==> src/rtl/ihs_ram.sv <==
// Generic single-write, single-read synchronous RAM with registered read.
module ihs_ram #(
  parameter int WIDTH = 8,
  parameter int DEPTH = 16,
  localparam int AW   = $clog2(DEPTH)
) (
  input  logic             clk,
  input  logic             we,
  input  logic [AW-1:0]    waddr,
  input  logic [WIDTH-1:0] wdata,
  input  logic [AW-1:0]    raddr,
  output logic [WIDTH-1:0] rdata
);

  logic [WIDTH-1:0] mem [DEPTH];

  // Write port and registered read port.
  always_ff @(posedge clk) begin
    if (we) begin
      mem[waddr] <= wdata;
    end
    rdata <= mem[raddr];
  end

endmodule

==> config.mk <==
export PLATFORM = sky130hd
export DESIGN_NAME = ihs_ram
export DESIGN_NICKNAME = d
export VERILOG_FILES = /design/src/rtl/ihs_ram.sv
export SDC_FILE = /design/constraint.sdc
export NUM_CORES = 1
export LEC_CHECK = 0
export BUFFER_PORTS_ARGS = -buffer_cell sky130_fd_sc_hd__buf_2
export CELL_PAD_IN_SITES_DETAIL_PLACEMENT = 1
export CELL_PAD_IN_SITES_GLOBAL_PLACEMENT = 2
export CORE_MARGIN = 8
export CORE_UTILIZATION = 40
export DETAILED_ROUTE_END_ITERATION = 10
export PLACE_DENSITY_LB_ADDON = 0.3
export REMOVE_ABC_BUFFERS = 1
export SLEW_MARGIN = 20
export SYNTH_ARGS = -nofsm -noshare
export SYNTH_HDL_FRONTEND = slang
export SYNTH_SLANG_ARGS = --single-unit
==> constraint.sdc <==
create_clock -name clk -period 3 [get_ports clk]
set_clock_uncertainty 0.15 [all_clocks]
set_input_delay 0.6 -clock clk [delete_from_list [all_inputs] [get_ports clk]]
set_output_delay 0.6 -clock clk [all_outputs]
set_load 0.01 [all_outputs]
; ---- Yosys cells after proc, flatten, opt, wreduce, memory -nomap -nowiden
; Memory sizes are Yosys's and may differ from the RTL's. A register that Yosys moved wholly into a read port is not among the register bits.
; Cells that the tools add are included.
[totals]
register_bits = 0
mem_bits_rw = 128
input_bits = 18
output_inout_bits = 8
word_cells = 3
n_memories = 1
[classes]
muxes = 2
[memory_table]
columns = memory, words, width, read_ports, rd_clocked_by_memory_dff, wr, line_no
row1 = mem, 16, 8, 1, 1, 1, 15  ; logic [WIDTH-1:0] mem [DEPTH];
[op_table]
columns = operator, n
row1 = 1-bit 2-to-1 mux, 2

; ---- Longest topological paths before layout
; Gate-level depths: netlist of run 1.
[logic_depth]
word_depth = 2
depth_mapped = 5
mapped_depth_nobuf = 3

; ---- Worst setup path before layout of run 1
; Ideal clock, no wire load.
[synth_timing]
path_kind = in2reg
start = in waddr[2]
end = mem mem[0][0], enable pin
setup_time_ns = 0.383
arrival_time_ns = 1.710
required_ns = 2.467
setup_slack_ns = 0.757
cell_stages = 2
path_buffers = 0
path_cell_list = or3b_2 -> nor3_1
[synth_rtl]
columns = element, line_no
row1 = from (decl), 9  ; input logic [AW-1:0] waddr,
row2 = to (decl), 15
; No word-level cell before the write port.

==> results of run 1 <==
-- placed cells by master, fill, tap and decap left out, drive strengths merged, types with 3 or more instances in the layout --
cell type  instances
nand2              9
bufinv             3
nor3               4
clkbuf            18
clkinv             9
a22oi             16
nor2              13
edfxtp           128
dfxtp              8
mux4              32
buf               45
-- worst max-delay path by stage --
| stage | startpoint | endpoint | slack, ns |
|---|---|---|---|
| after detailed placement | raddr[0] | rdata[2] | 0.57 |
| after global placement | raddr[0] | rdata[2] | 0.56 |
| after CTS | raddr[0] | rdata[2] | 0.99 |
| final | raddr[0] | rdata[2] | 1.01 |
| after global routing | raddr[0] | rdata[2] | 0.93 |
| after floorplan | waddr[2] | mem[0][0] | 0.76 |
-- power by group --
group	internal, uW	switching, uW	total (uW)
registers	2120	11.5	2140
clock network	1310	763	2080
logic	86.4	114	201
total	3520	889	4410
-- flip-flops by register name (all words and copies together) (netlist names) --
register,cells
mem,128
rdata,8
-- metal layers --
| layer | part of all wire, % | vias up | GRT usage, % |
|---|---|---|---|
| li1 | - | 1085 | - |
| met1 | 43 | 1249 | 16.2 |
| met2 | 50 | 49 | 21.4 |
| met3 | 4.4 | 16 | 4.60 |
| met4 | 2.1 | 0 | 6.01 |
| met5 | 0 | - | 0 |
-- per-stage QoR --
stage	setup slack [ns]	power, uW	util, %
finish	1.01	4410	49.0
floorplan	0.757	2260	-
detailed placement	0.570	2380	44.2
global placement	0.563	2380	44.2
global route	0.933	4540	49.0
CTS	0.989	4460	49.0
-- cell families after synthesis --
group	synth area share, %
simple gates	3.18
buf+inv	1.68
compound gates	2.33
flops	77.8
mux	15.0
-- area by class of cell --
class	instances	area share (%)
Clock buffer	18	6.94
Clock inverter	14	2.83
Multi-Input combinational cell	83	17.1
Sequential cell	136	64.8
Tap cell	172	3.48
Timing Repair Buffer	45	4.86
-- Yosys cell counts --
cell type,count,share of area (%)
buf_4,1,0.15
a22oi_1,16,2.3
buf_2,3,0.29
nor2b_1,1,0.12
edfxtp_1,128,75
and2b_1,1,0.15
and2_1,1,0.12
clkdlybuf4s25_2,3,0.58
mux4_2,18,7.9
or3b_2,1,0.17
dfxtp_1,8,3.1
nor3_1,4,0.39
nor2_1,13,0.95
nand3b_1,2,0.29
mux4_1,14,7.1
nand2b_1,2,0.24
nand2_1,9,0.66
nand3_1,1,0.097
buf_6,3,0.66
-- critical path, stage by stage --
cell     delay [ns]
buf_2          0.36
buf_12         0.23
mux4_1         0.55
a22oi_1        0.26
nand2_1        0.10
==> run summary, run 1 <==
outcome: completed
Hold/Removal Path Class: in -> reg
initial core utilization: 40.8%
RSZ-0062 raised after global routing: no
Leak: 0.00211 uW
clock sinks: 136
final std cells w/o fill: 468
drt wl/cell: 21.7 um
H-tree depth: 4
final instance area: 6180 sq um
fin nets: 301
antenna cells: 0
Yosys cell types: 19
R2R Path Start: mem[3][0]
Post-DP HPWL: 6410 um
GRT Util Overall: 13.4%
drt total wl: 10100 um
placed cells: 436
CTS Root Cell: clkbuf_16
DRT iter0 DRCs: 142
TritonRoute pass-1 iters: 4
max_cap viols: 0
port bufs: 25
multi-input combinational cell area: 1060 sq um
total CTS buffers: 17
die area: 16800 sq um
die height: 129 um
Hold Startpoint: wdata[3]
cells after synthesis: 229
Slew Viols, Final: 0
first-pass GRT wire length: 15600 um
Area Overhead vs Synth: 20.1%
vias in the first global route: 2668
Clock Path Buffers: 2
share of post-route cells with drive strength above 1: 32.1%
Slew @ Worst Pin: 0.730 ns
CP Class: in -> reg
initial antenna violation count: 0
core box area: 12600 sq um
via count: 2399
IO Pins: 26
Hold Path End: mem[9][3]
Residual DRC: 0
Yosys warning count: 0
FF-to-FF path depth: 3
Peak VDD IR: 0.415 mV
Slew HR: 51.1%
reg2reg end: rdata[0]
fmax: 0.503 GHz
CP required: 3.13 ns
Post-Syn Area: 5150 sq um
Cell Rows: 41
WP data arrival: 2.11 ns
Die Width: 129 um
pwr dens: 714 nW/um^2
ratio of final minimum period to clock period: 66.2%
reg2reg setup slack: 1.46 ns
GP Congestion: 0.711
sequential area share after synthesis: 77.8%
Post-CTS Resized: 0
setup tns final: 0 ns
mean post-synth cell area: 22.5 sq um
clk_lat worst skew: 0.41 ns
Setup violations, final: 0
crit path capture type: flop
ANT nets after route: 0
Reg area: 4000 sq um
Post-DP Area: 5580 sq um
hold buffers post-CTS: 0
CP Max Fanout: 15
Clock transition at path regs: 0.06 ns
Via-to-Cell Ratio: 5.13
CTS tree: done
final hold slack: 0.421 ns
Layout fillers: 1167
CP Launch Type: input port
Seq cells post-synth: 136
largest net degree at the start of global routing: 33
Post-CTS Setup Repair Bufs: 0
global route overflow: 0
Worst Hold Depth: 1
Final Hold Fails: 0
final worst path period need: 1.99 ns
(Power assumes the default switching activity.)
==> run 2, diff against run 1 <==
--- a/config.mk
+++ b/config.mk
@@ -5,11 +5,12 @@
 export SDC_FILE = /design/constraint.sdc
 export NUM_CORES = 1
 export LEC_CHECK = 0
+export ABC_AREA = 1
 export BUFFER_PORTS_ARGS = -buffer_cell sky130_fd_sc_hd__buf_2
 export CELL_PAD_IN_SITES_DETAIL_PLACEMENT = 1
 export CELL_PAD_IN_SITES_GLOBAL_PLACEMENT = 2
 export CORE_MARGIN = 8
-export CORE_UTILIZATION = 40
+export CORE_UTILIZATION = 36
 export DETAILED_ROUTE_END_ITERATION = 10
 export PLACE_DENSITY_LB_ADDON = 0.3
 export REMOVE_ABC_BUFFERS = 1
==> constraint.sdc (replaced) <==
create_clock -name clk -period 1.6 [get_ports clk]
set_clock_uncertainty 0.15 [all_clocks]
set_input_delay 0.32 -clock clk [delete_from_list [all_inputs] [get_ports clk]]
set_output_delay 0.32 -clock clk [all_outputs]
set_load 0.01 [all_outputs]
==> run 2 against run 1 <==
Net effect: global-route usage rose by 2.5 points; flip-flop and latch count is the same; sequential power up 87%; synthesized area grew 12%; register-to-register slack worse by 1.0 ns; die area increased by 21%; critical path depth fell by 4; final cell count rose by 77%; clock power is 79% higher; combinational power rose to 2.6 times the previous value; count of clock-buffer cells in the layout is the same; non-clock buffer count grew 8; critical endpoint is now rdata[1]; largest cell class unchanged.
==> run summary, run 2 <==
pre-CTS setup slack: 0.0315 ns
Final Hold Fails: 0
area leader, netlist: edfxtp_1
CP Max Fanout: 1
CP Buf/Inv Count: 1
multi-input combinational cell area: 1210 sq um
clock sinks: 136
ANT nets after route: 0
GP Congestion: 0.744
CP Launch Type: flop
CP Class: reg -> out
Clock transition at path regs: 0.06 ns
Slew Viols, Final: 0
top cells by count, synth: 173 x nand2_1, 128 x edfxtp_1, 100 x inv_1, 97 x nand3_1, 17 x nor2_1
drt total wl: 15000 um
setup tns final: 0 ns
RSZ-0062 raised after global routing: no
critical path's top delay family: flip-flops
cells after synthesis: 551
Residual DRC: 0
Cell Rows: 46
Final Util: 43.4%
global route overflow: 0
Yosys warning count: 0
drt wl/cell: 18.1 um
pwr dens: 1210 nW/um^2
H-tree depth: 4
max FFs per register: 128
core box area: 15800 sq um
Post-DP HPWL: 9620 um
asr flop ratio synth: 0%
GRT Util Overall: 15.9%
commonest non-fill, non-tap cells in the layout: 173 x nand2_1, 128 x edfxtp_1, 100 x inv_1
Synth top area share: 66.7%
placed cells: 796
Biggest register: mem
initial core utilization: 36.6%
Leak: 0.00295 uW
fmax: 0.734 GHz
share of post-route cells with drive strength above 1: 13.6%
final worst path period need: 1.36 ns
CTS Root Cell: clkbuf_16
Area Overhead vs Synth: 18.7%
Post-CTS Setup Repair Bufs: 0
hold buffers post-CTS: 0
sequential area share after synthesis: 69.4%
Yosys cell types: 12
via count: 3890
critical path's slowest cell: dfxtp_1
crit-path max cell delay: 0.34 ns
ys flop type: edfxtp_1
count leader, synth: nand2_1
CP required: 1.13 ns
CTS tree: done
first-pass GRT wire length: 23700 um
Clock Path Buffers: 2
die height: 143 um
final std cells w/o fill: 828
die area: 20300 sq um
mean post-synth cell area: 10.5 sq um
DRT iter0 DRCs: 223
crit path cell chain: buf_2
Post-CTS Resized: 0
Synth area leaders: edfxtp_1 67%, nand2_1 11%, nand3_1 8.4%, inv_1 6.5%, dfxtp_1 2.8%
ratio of final minimum period to clock period: 85.1%
Via-to-Cell Ratio: 4.70
clk_lat worst skew: 0.41 ns
Post-Syn Area: 5770 sq um
most common library cell in the layout ignoring fill and taps: nand2_1
IO Pins: 26
outcome: completed
Layout fillers: 1787
initial antenna violation count: 0
largest net degree at the start of global routing: 65
fin nets: 617
WP data arrival: 0.89 ns
EDFF count, synth: 128
max_cap viols: 0
Largest regs: mem (128), rdata (8)
Peak VDD IR: 0.591 mV
Reg area: 4000 sq um
total CTS buffers: 17
Die Width: 143 um
Final WS setup: 0.238 ns
Slew HR: 74.8%
Slew @ Worst Pin: 0.378 ns
crit path capture type: output pin
Setup violations, final: 0
Seq cells post-synth: 136
TritonRoute pass-1 iters: 4
port bufs: 25
antenna cells: 0
Hold/Removal Path Class: in -> reg
vias in the first global route: 4135
-- run 2: path summary, 6_finish.rpt --
kind | cells after the start | end | slack (ns) | start
worst max-delay path | 1 | rdata[1] | 0.24 | rdata[1]
worst min-delay path | 1 | mem[4][0] | 0.16 | wdata[0]
worst max register to register | 6 | rdata[4] | 0.42 | mem[10][4]
worst min register to register | 6 | rdata[4] | 0.52 | mem[2][4]
-- run 2: per-layer routing --
metal  part of all wire (%)  global-route usage (%)  wire [um]
met2                     52                    27.6       7740
met3                    3.1                    2.75        462
met4                    2.3                    6.94        339
met1                     43                    18.9       6430
met5                      0                       0          0
-- run 2: kinds of logic after synthesis --
logic type	after synthesis	synth area share [%]
flip-flops	136	69.4
AND/OR/NAND/NOR	289	21.0
buffers and inverters	126	9.52
-- run 2: final cells by class --
class                           count  share of cell area [%]
Clock buffer                       18                    6.27
Clock inverter                     14                    1.94
Sequential cell                   136                    58.5
Multi-Input combinational cell    289                    17.7
Inverter                          102                    5.60
Tap cell                          216                    3.95
Timing Repair Buffer               53                    6.00
-- run 2: stage by stage --
stage / power [uW] / instance area, sq um / hold slack [ns]
finish: 8270 / 6840 / 0.164
CTS: 8340 / 6840 / 0.145
floorplan: 4300 / 5600 / 0.269
global route: 8540 / 6840 / 0.162
global placement: 4610 / 6280 / 0.501
detailed placement: 4620 / 6280 / 0.513
-- run 2: report_power, final --
group	internal, uW	switching, uW
registers	3980	25.0
logic	167	363
clock network	2270	1460
