[src/rtl/ihs_pkg.sv]
// Shared constants, types and codes for the inode dedup hash set.
package ihs_pkg;

  // Table geometry; SLOTS must be a power of two.
  localparam int SLOTS      = 1024;
  localparam int IDX_W      = $clog2(SLOTS);
  localparam int COUNT_W    = IDX_W + 1;
  localparam int LOAD_LIMIT = SLOTS - SLOTS / 4;

  // Key field widths.
  localparam int DEV_W = 32;
  localparam int INO_W = 64;

  // Mixer multipliers.
  localparam logic [63:0] MIX_GOLDEN = 64'h9e37_79b9_7f4a_7c15;
  localparam logic [63:0] MIX_MUL_A  = 64'hbf58_476d_1ce4_e5b9;
  localparam logic [63:0] MIX_MUL_B  = 64'h94d0_49bb_1331_11eb;

  // Result codes.
  typedef enum logic [1:0] {
    VERDICT_NEW  = 2'd0,
    VERDICT_SEEN = 2'd1,
    VERDICT_FULL = 2'd2
  } verdict_t;

  // Mixer phases, one per 64-bit multiply.
  typedef enum logic [1:0] {
    MIX_PH_GOLDEN,
    MIX_PH_A,
    MIX_PH_B
  } mix_phase_t;

  // Top-level control states.
  typedef enum logic [2:0] {
    ST_CLEAR,
    ST_IDLE,
    ST_HASH,
    ST_PROBE,
    ST_CHECK
  } ihs_state_t;

  // One table slot as stored in memory.
  typedef struct packed {
    logic             used;
    logic [DEV_W-1:0] dev;
    logic [INO_W-1:0] ino;
  } entry_t;

  localparam int ENTRY_W = $bits(entry_t);

  // Handshake between the controller and the mixer.
  typedef struct packed {
    logic             done;
    logic [IDX_W-1:0] slot;
  } hash_rsp_t;

endpackage

[src/rtl/ihs_hash.sv]
// Sequential splitmix64-style key mixer built around one 32x32 multiplier.
module ihs_hash (
  input  logic                    clk,
  input  logic                    rst_n,
  input  logic                    start,
  input  logic [ihs_pkg::DEV_W-1:0] dev,
  input  logic [ihs_pkg::INO_W-1:0] ino,
  output ihs_pkg::hash_rsp_t      rsp
);
  import ihs_pkg::*;

  localparam logic [1:0] LAST_STEP = 2'd3;

  logic             busy_r, busy_nxt;
  logic             done_r, done_nxt;
  mix_phase_t       phase_r, phase_nxt;
  logic [1:0]       step_r, step_nxt;
  logic [63:0]      x_r, x_nxt;
  logic [DEV_W-1:0] dev_r, dev_nxt;
  logic [63:0]      prod_r, prod_nxt;
  logic [63:0]      acc_r, acc_nxt;

  logic [63:0] mul_k;
  logic [31:0] op_a, op_b;
  logic [63:0] sum;
  logic [63:0] pre;

  // Pick the multiplier constant for this phase.
  always_comb begin
    unique case (phase_r)
      MIX_PH_GOLDEN: mul_k = MIX_GOLDEN;
      MIX_PH_A:      mul_k = MIX_MUL_A;
      MIX_PH_B:      mul_k = MIX_MUL_B;
      default:       mul_k = MIX_GOLDEN;
    endcase
  end

  // Low 64 bits of x * k: lo*lo, then the two cross terms shifted up.
  assign op_a     = (step_r == 2'd1) ? x_r[63:32] : x_r[31:0];
  assign op_b     = (step_r == 2'd2) ? mul_k[63:32] : mul_k[31:0];
  assign prod_nxt = {32'd0, op_a} * {32'd0, op_b};
  assign sum      = acc_r + {prod_r[31:0], 32'd0};
  assign pre      = {{(64 - DEV_W){1'b0}}, dev_r} ^ sum;

  // Advance the step sequence and fold each product into the mix.
  always_comb begin
    busy_nxt  = busy_r;
    done_nxt  = 1'b0;
    phase_nxt = phase_r;
    step_nxt  = step_r;
    x_nxt     = x_r;
    dev_nxt   = dev_r;
    acc_nxt   = acc_r;
    if (start) begin
      busy_nxt  = 1'b1;
      phase_nxt = MIX_PH_GOLDEN;
      step_nxt  = '0;
      x_nxt     = ino;
      dev_nxt   = dev;
    end else if (busy_r) begin
      step_nxt = step_r + 2'd1;
      case (step_r)
        2'd1:    acc_nxt = prod_r;
        2'd2:    acc_nxt = sum;
        default: acc_nxt = acc_r;
      endcase
      if (step_r == LAST_STEP) begin
        unique case (phase_r)
          MIX_PH_GOLDEN: begin
            x_nxt     = pre ^ (pre >> 30);
            phase_nxt = MIX_PH_A;
          end
          MIX_PH_A: begin
            x_nxt     = sum ^ (sum >> 27);
            phase_nxt = MIX_PH_B;
          end
          MIX_PH_B: begin
            x_nxt    = sum ^ (sum >> 31);
            busy_nxt = 1'b0;
            done_nxt = 1'b1;
          end
          default: begin
            busy_nxt = 1'b0;
          end
        endcase
      end
    end
  end

  // Hold control state under reset.
  always_ff @(posedge clk) begin
    if (!rst_n) begin
      busy_r  <= 1'b0;
      done_r  <= 1'b0;
      phase_r <= MIX_PH_GOLDEN;
      step_r  <= '0;
    end else begin
      busy_r  <= busy_nxt;
      done_r  <= done_nxt;
      phase_r <= phase_nxt;
      step_r  <= step_nxt;
    end
  end

  // Datapath registers.
  always_ff @(posedge clk) begin
    x_r    <= x_nxt;
    dev_r  <= dev_nxt;
    prod_r <= prod_nxt;
    acc_r  <= acc_nxt;
  end

  assign rsp.done = done_r;
  assign rsp.slot = x_r[IDX_W-1:0];

endmodule
[config.mk]
export PLATFORM = sky130hd
export DESIGN_NAME = ihs_hash
export DESIGN_NICKNAME = d
export VERILOG_FILES = /design/src/rtl/ihs_pkg.sv /design/src/rtl/ihs_hash.sv
export SDC_FILE = /design/constraint.sdc
export NUM_CORES = 2
export LEC_CHECK = 0
export BUFFER_PORTS_ARGS = -buffer_cell sky130_fd_sc_hd__buf_4
export CORE_MARGIN = 3
export CORE_UTILIZATION = 45
export DETAILED_ROUTE_END_ITERATION = 12
export PLACE_DENSITY_LB_ADDON = 0.08
export SLEW_MARGIN = 15
export SYNTH_ARGS = -nofsm -noshare
export SYNTH_HDL_FRONTEND = slang
export SYNTH_SLANG_ARGS = --single-unit
[constraint.sdc]
create_clock -name clk -period 14.4 [get_ports clk]
set_input_delay 1.44 -clock clk [delete_from_list [all_inputs] [get_ports clk]]
set_output_delay 1.44 -clock clk [all_outputs]
set_load 0.02 [all_outputs]
-- Word level (Yosys, flattened, before mapping)
Index checks and enable logic that the tools add are counted.
- bitwise gates (word level): 8
- multiply operators: 1
- reductions and logical operators: 12
- muxes and demuxes: 14
- add/subtract/negate cells: 2
- equality and inequality tests: 5
- operators by type and width (operator ; count):
    $mux 64 ; 3
    $pmux 64 s3 ; 1
    $pmux 64 s2 ; 1
    $pmux 62 s2 ; 1
    $add 64x64->64 ; 1
    $mul 32x32->64 ; 1
    $mux 32 ; 2
    $xor 32x64->64 ; 1
    $xor 64x33->64 ; 1
    $xor 64x34->64 ; 1
    $xor 64x37->64 ; 1
    $reduce_and 3->1 ; 3
    $reduce_bool 2->1 ; 4
    $eq 2x2->1 const B ; 3
    $mux 1 ; 5
    $eq 2x1->1 const B ; 2
    $not 1->1 ; 4
    $pmux 2 s2 ; 1
    $reduce_bool 4->1 ; 1
    $reduce_or 2->1 ; 2
    $reduce_or 4->1 ; 1
    $add 2x1->2 const B ; 1
    $logic_not 2->1 ; 1
- register bits after elaboration: 230
- word-level logic and storage cells: 50

-- Longest topological paths before layout
- word-level depth: 7
- mapped depth: 35
- depth with buffers taken out: 32

-- Worst setup path before layout
No wires, ideal clock.
- path type: reg2reg
- start point: register step_r[0]
- end point: register prod_r[63]
- arrival time: 8.477 ns
- path slack: 5.803 ns
- cell stages (with the launch flop): 32
- library setup time: 0.121 ns
- buffers on the path: 4
- clock period less this slack: 8.597 ns
- cell sequence: dfxtp_1 ha_1 clkbuf_1 clkbuf_1 buf_1 mux2_2 inv_1 nor2_1 fa_1 fa_1 inv_1 fa_1 fa_1 inv_1 fa_1 fa_1 fa_1 inv_1 fa_1 inv_1 ha_1 clkbuf_1 a21o_1 a21o_1 a2111oi_0 o31ai_1 a31o_2 a21oi_1 nor2_1 a221oi_1 a31oi_1 xnor2_1
- cells in the longest elaborated chain, start to end: 3
- ends and longest elaborated chain (element ; RTL line ; source):
    start, declared ; ihs_hash.sv:17 ; logic [1:0] step_r, step_nxt;
    start signal, assigned ; ihs_hash.sv:101 ; step_r <= step_nxt;
    $eq 2x1->1 / $eq 2x2->1 (equally long branches) ; ihs_hash.sv:39, ihs_hash.sv:40 ;
    $mux 32, on equally long branches ; ihs_hash.sv:39, ihs_hash.sv:40 ;
    $mul 32x32->64 (*) ; ihs_hash.sv:41 ; assign prod_nxt = {32'd0, op_a} * {32'd0, op_b};
    named net prod_nxt[63] ; ihs_hash.sv:20 ; logic [63:0] prod_r, prod_nxt;
    end signal, assigned ; ihs_hash.sv:109 ; prod_r <= prod_nxt;
    end, declared ; ihs_hash.sv:20 ;
Mark *: on every way through the listed nets, which the timed path passes. The rest lies on a longest branch.
A chain may end at the register's enable or synchronous reset.

-- Worst setup path in the final report
- start point: register step_r[0]
- end point: register prod_r[61]
The elaborated chain is that of the path after synthesis.

==> Implementation_results.wiki <==
{| class="wikitable"
! Metric !! Value
|-
| Outcome || finished clean
|-
| Post-CTS Setup Repair Bufs || 0
|-
| Hold Path Class || reg2reg
|-
| Post-synth top flop || edfxtp_1
|-
| Layout Nets || 5857
|-
| Final non-filler cell area || 0.0462 mm²
|-
| Routed via count || 32500
|-
| Fraction of synthesis flops using an asynchronous set or reset pin || 0%
|-
| Busiest layer in global routing || met2
|-
| Number of synthesized flops with an enable pin || 160
|-
| Row count || 113
|-
| Worst-margin pin slew || 1.17 ns
|-
| Detailed-placement wirelength estimate || 132000 µm
|-
| Largest net degree at the start of global routing || 71
|-
| Critical Setup Path Class || reg2reg
|-
| Met1 demand-to-capacity share in global routing || 46.8%
|-
| Worst hold stages || 2
|-
| CTS clk-pin slew, worst paths || 0.08 ns
|-
| Core region area || 0.0953 mm²
|-
| Post-CTS Resized || 0
|-
| Setup TNS || 0 ns
|-
| Area occupied by registers || 0.00621 mm²
|-
| Type of element launching the critical path || flop
|-
| Total clock buffers created by CTS || 20
|-
| Post-route clock period utilization || 75.7%
|-
| Worst Hold Margin || 0.523 ns
|-
| Antenna violations before repair || 7
|-
| Clock tree skew after final layout || 0.0152 ns
|-
| Highest fanout seen on the critical path || 44
|-
| Post-synthesis xor/xnor area fraction || 4.81%
|-
| Height of the chip || 317 µm
|-
| Critical Path Sink Type || flop
|-
| Starting Density || 45.6%
|-
| Flip-flop and latch count after synthesis || 230
|-
| Hold violation count in the final report || 0
|-
| Worst Path Required || 14.85 ns
|-
| Fraction of synthesized area in multiplexers || 1.75%
|-
| Worst R2R Setup Slack || 3.50 ns
|-
| Count of port buffers added during placement || 109
|-
| Layout cells sized above 1 || 7.57%
|-
| Multi-input combinational cell area || 0.0327 mm²
|-
| CP max stage delay || 0.93 ns
|-
| Global route total overflow || 0
|-
| First-pass GRT wire length || 234000 µm
|-
| Post-synthesis cell count || 4564
|-
| Mapped Avg Cell Area || 9.51 µm²
|-
| Max-cap violation count || 0
|-
| Number of nets produced by synthesis || 5863
|-
| Sequential share of the synthesized area || 14.3%
|-
| Max-Slew Margin vs Limit || 22.1%
|-
| Netlist cell types || 87
|-
| Synthesis warning total || 0
|-
| Die W || 317 µm
|-
| Ports || 110
|-
| Total Die Area || 0.100 mm²
|-
| Via count of the first global-routing pass || 33300
|-
| Shortest period the worst path allows || 10.90 ns
|-
| Cell depth of the worst flop-to-flop path || 30
|-
| Highest attainable clock frequency || 91.7 MHz
|-
| Layout overhead on the synthesized area || 6.43%
|-
| Number of detailed-routing iterations run before antenna repair || 5
|-
| Arrival time of the worst setup path || 11.35 ns
|-
| Clock root cell || clkbuf_16
|-
| Antenna Nets Post-Route || 0
|-
| Starting DRC count in detailed routing || 3444
|-
| Number of pins exceeding their max-slew limit in the final report || 0
|-
| Number of vias per cell || 5.57
|-
| Netlist Area Pre-Place || 0.0434 mm²
|-
| Global routing met3 resource utilization || 4.78%
|-
| Simple-gate portion of the synthesized area || 11.1%
|-
| Combinational family with the most area after synthesis || adder cells
|-
| Number of setup violations in the final report || 0
|-
| CP max-delay cell || nand2_1
|-
| Clock latency on the worst-skew pair || 0.52 ns
|-
| Total placed instance area || 0.0455 mm²
|-
| Met2 track demand over resource || 49.9%
|-
| Fillers || 9342
|-
| Maximum number of buffers from clock root to sink || 3
|-
| Number of buffers inserted by hold repair at cts || 0
|-
| Number of sinks handled by clock tree synthesis || 230
|-
| Remaining DRCs || 0
|-
| Fraction of the mapped netlist area in adder cells || 49.9%
|-
| Setup repair after global routing missed its margin || no
|-
| Synth Area in Compound Gates || 7.56%
|-
| Routed length per instance || 27.3 µm
|-
| Clock H-tree levels || 1
|-
| Top cell by count, worst path || fa_1
|-
| Total routing usage reported by global routing || 32.6%
|-
| Final WL || 159000 µm
|-
| TritonCTS clock tree || done
|-
| Gp weighted congestion || 0.987
|}
-- registers in the layout, indices dropped and copies added, names as in the netlist --
signal,flops
acc_r,64
prod_r,64
x_r,64
dev_r,32
phase_r,2
step_r,2
busy_r,1
done_r,1
-- per-layer routing --
metal  wire length, µm  vias to the layer above
met3             13100                      283
met5                13                        -
li1                  -                    14000
met1             67300                    16800
met2             71100                     1464
met4              7960                        2
-- final timing paths --
kind	from	endpoint
worst min-delay path	prod_r[60]	acc_r[60]
worst max register to register	step_r[0]	prod_r[61]
worst max-delay path	step_r[0]	prod_r[61]
worst min register to register	prod_r[60]	acc_r[60]
-- cell type report --
cell class	instances	area share [%]
diodes	1	0.00542
clock buffers	28	1.35
multi-input cells	3136	70.8
inverters	999	8.12
clock inverters	8	0.103
flip-flops and latches	230	13.4
well taps	1265	3.43
repair buffers	171	2.78
-- worst max-delay path, delay by kind of cell (launching register included) --
kind / cells / cell delay, ns
flops: 1 / 0.42
fa+ha+maj: 10 / 4.90
simple gates: 5 / 2.01
compound gates: 7 / 1.89
buf+inv: 7 / 1.32
xor+xnor: 1 / 0.15
-- cells by family (layout without fill, tap and decap cells) --
kind of cell / Yosys count / after routing
AO/OA/AOI/OAI: 500 / 500
XOR/XNOR: 235 / 235
adder cells (fa/ha/maj): 1200 / 1200
buffers and inverters: 1198 / 1206
flip-flops: 230 / 230
multiplexers: 68 / 68
other: 0 / 1
AND/OR/NAND/NOR: 1133 / 1133
-- metrics by stage --
stage	worst slack (ns)	utilization, %	cells
finish	3.50	48.5	5838
global placement	3.91	47.8	5801
detailed placement	3.86	47.8	5801
CTS	3.78	48.5	5837
floorplan	5.80	-	4564
global route	3.19	48.5	5837
-- Yosys cell counts (6+ instances only) --
cell type  number  area share [%]
edfxtp_1      160              11
nor3_1         11            0.13
nand4_1        18            0.26
nor2b_1        44            0.63
o22ai_1        14            0.20
o21a_1         12            0.21
a2111oi_0       6            0.12
a221oi_1       29            0.59
buf_4          12            0.21
and2_1         64            0.92
or2_2          21            0.30
and3_1         28            0.40
nand2_1       471             4.1
o211ai_1        8            0.14
o31ai_1         6            0.10
a211oi_1       23            0.40
o21ai_1         9            0.10
a21o_1         58             1.0
a21oi_1       137             1.6
buf_1           9           0.078
inv_1         991             8.6
o21bai_1       19            0.33
buf_6           6            0.16
nor2_1        423             3.7
fa_1          883              41
nand3_1        21            0.24
o21ai_0       102             1.2
ha_1          317             9.1
nand2b_1       15            0.22
dfxtp_1        70             3.2
mux2_2         63             1.6
clkbuf_1      166             1.4
xnor2_1       134             2.7
a31oi_1        13            0.19
xor2_1         97             2.0
clkinv_1        6           0.052
-- layout by cell type, fill, tap and decap left out, drive strengths merged, types with 30 or more instances in the layout --
cell type / n
and3: 30
nor2b: 44
mux2: 63
dfxtp: 70
nor2: 423
nand2: 471
xor2: 98
buf: 171
xnor2: 137
a221oi: 30
fa: 883
a21oi: 137
o21ai: 113
and2: 66
edfxtp: 160
a21o: 59
ha: 317
inv: 998
Power is not shown: default switching activity piles up to over one toggle a cycle in this logic, so the estimate is an artifact.
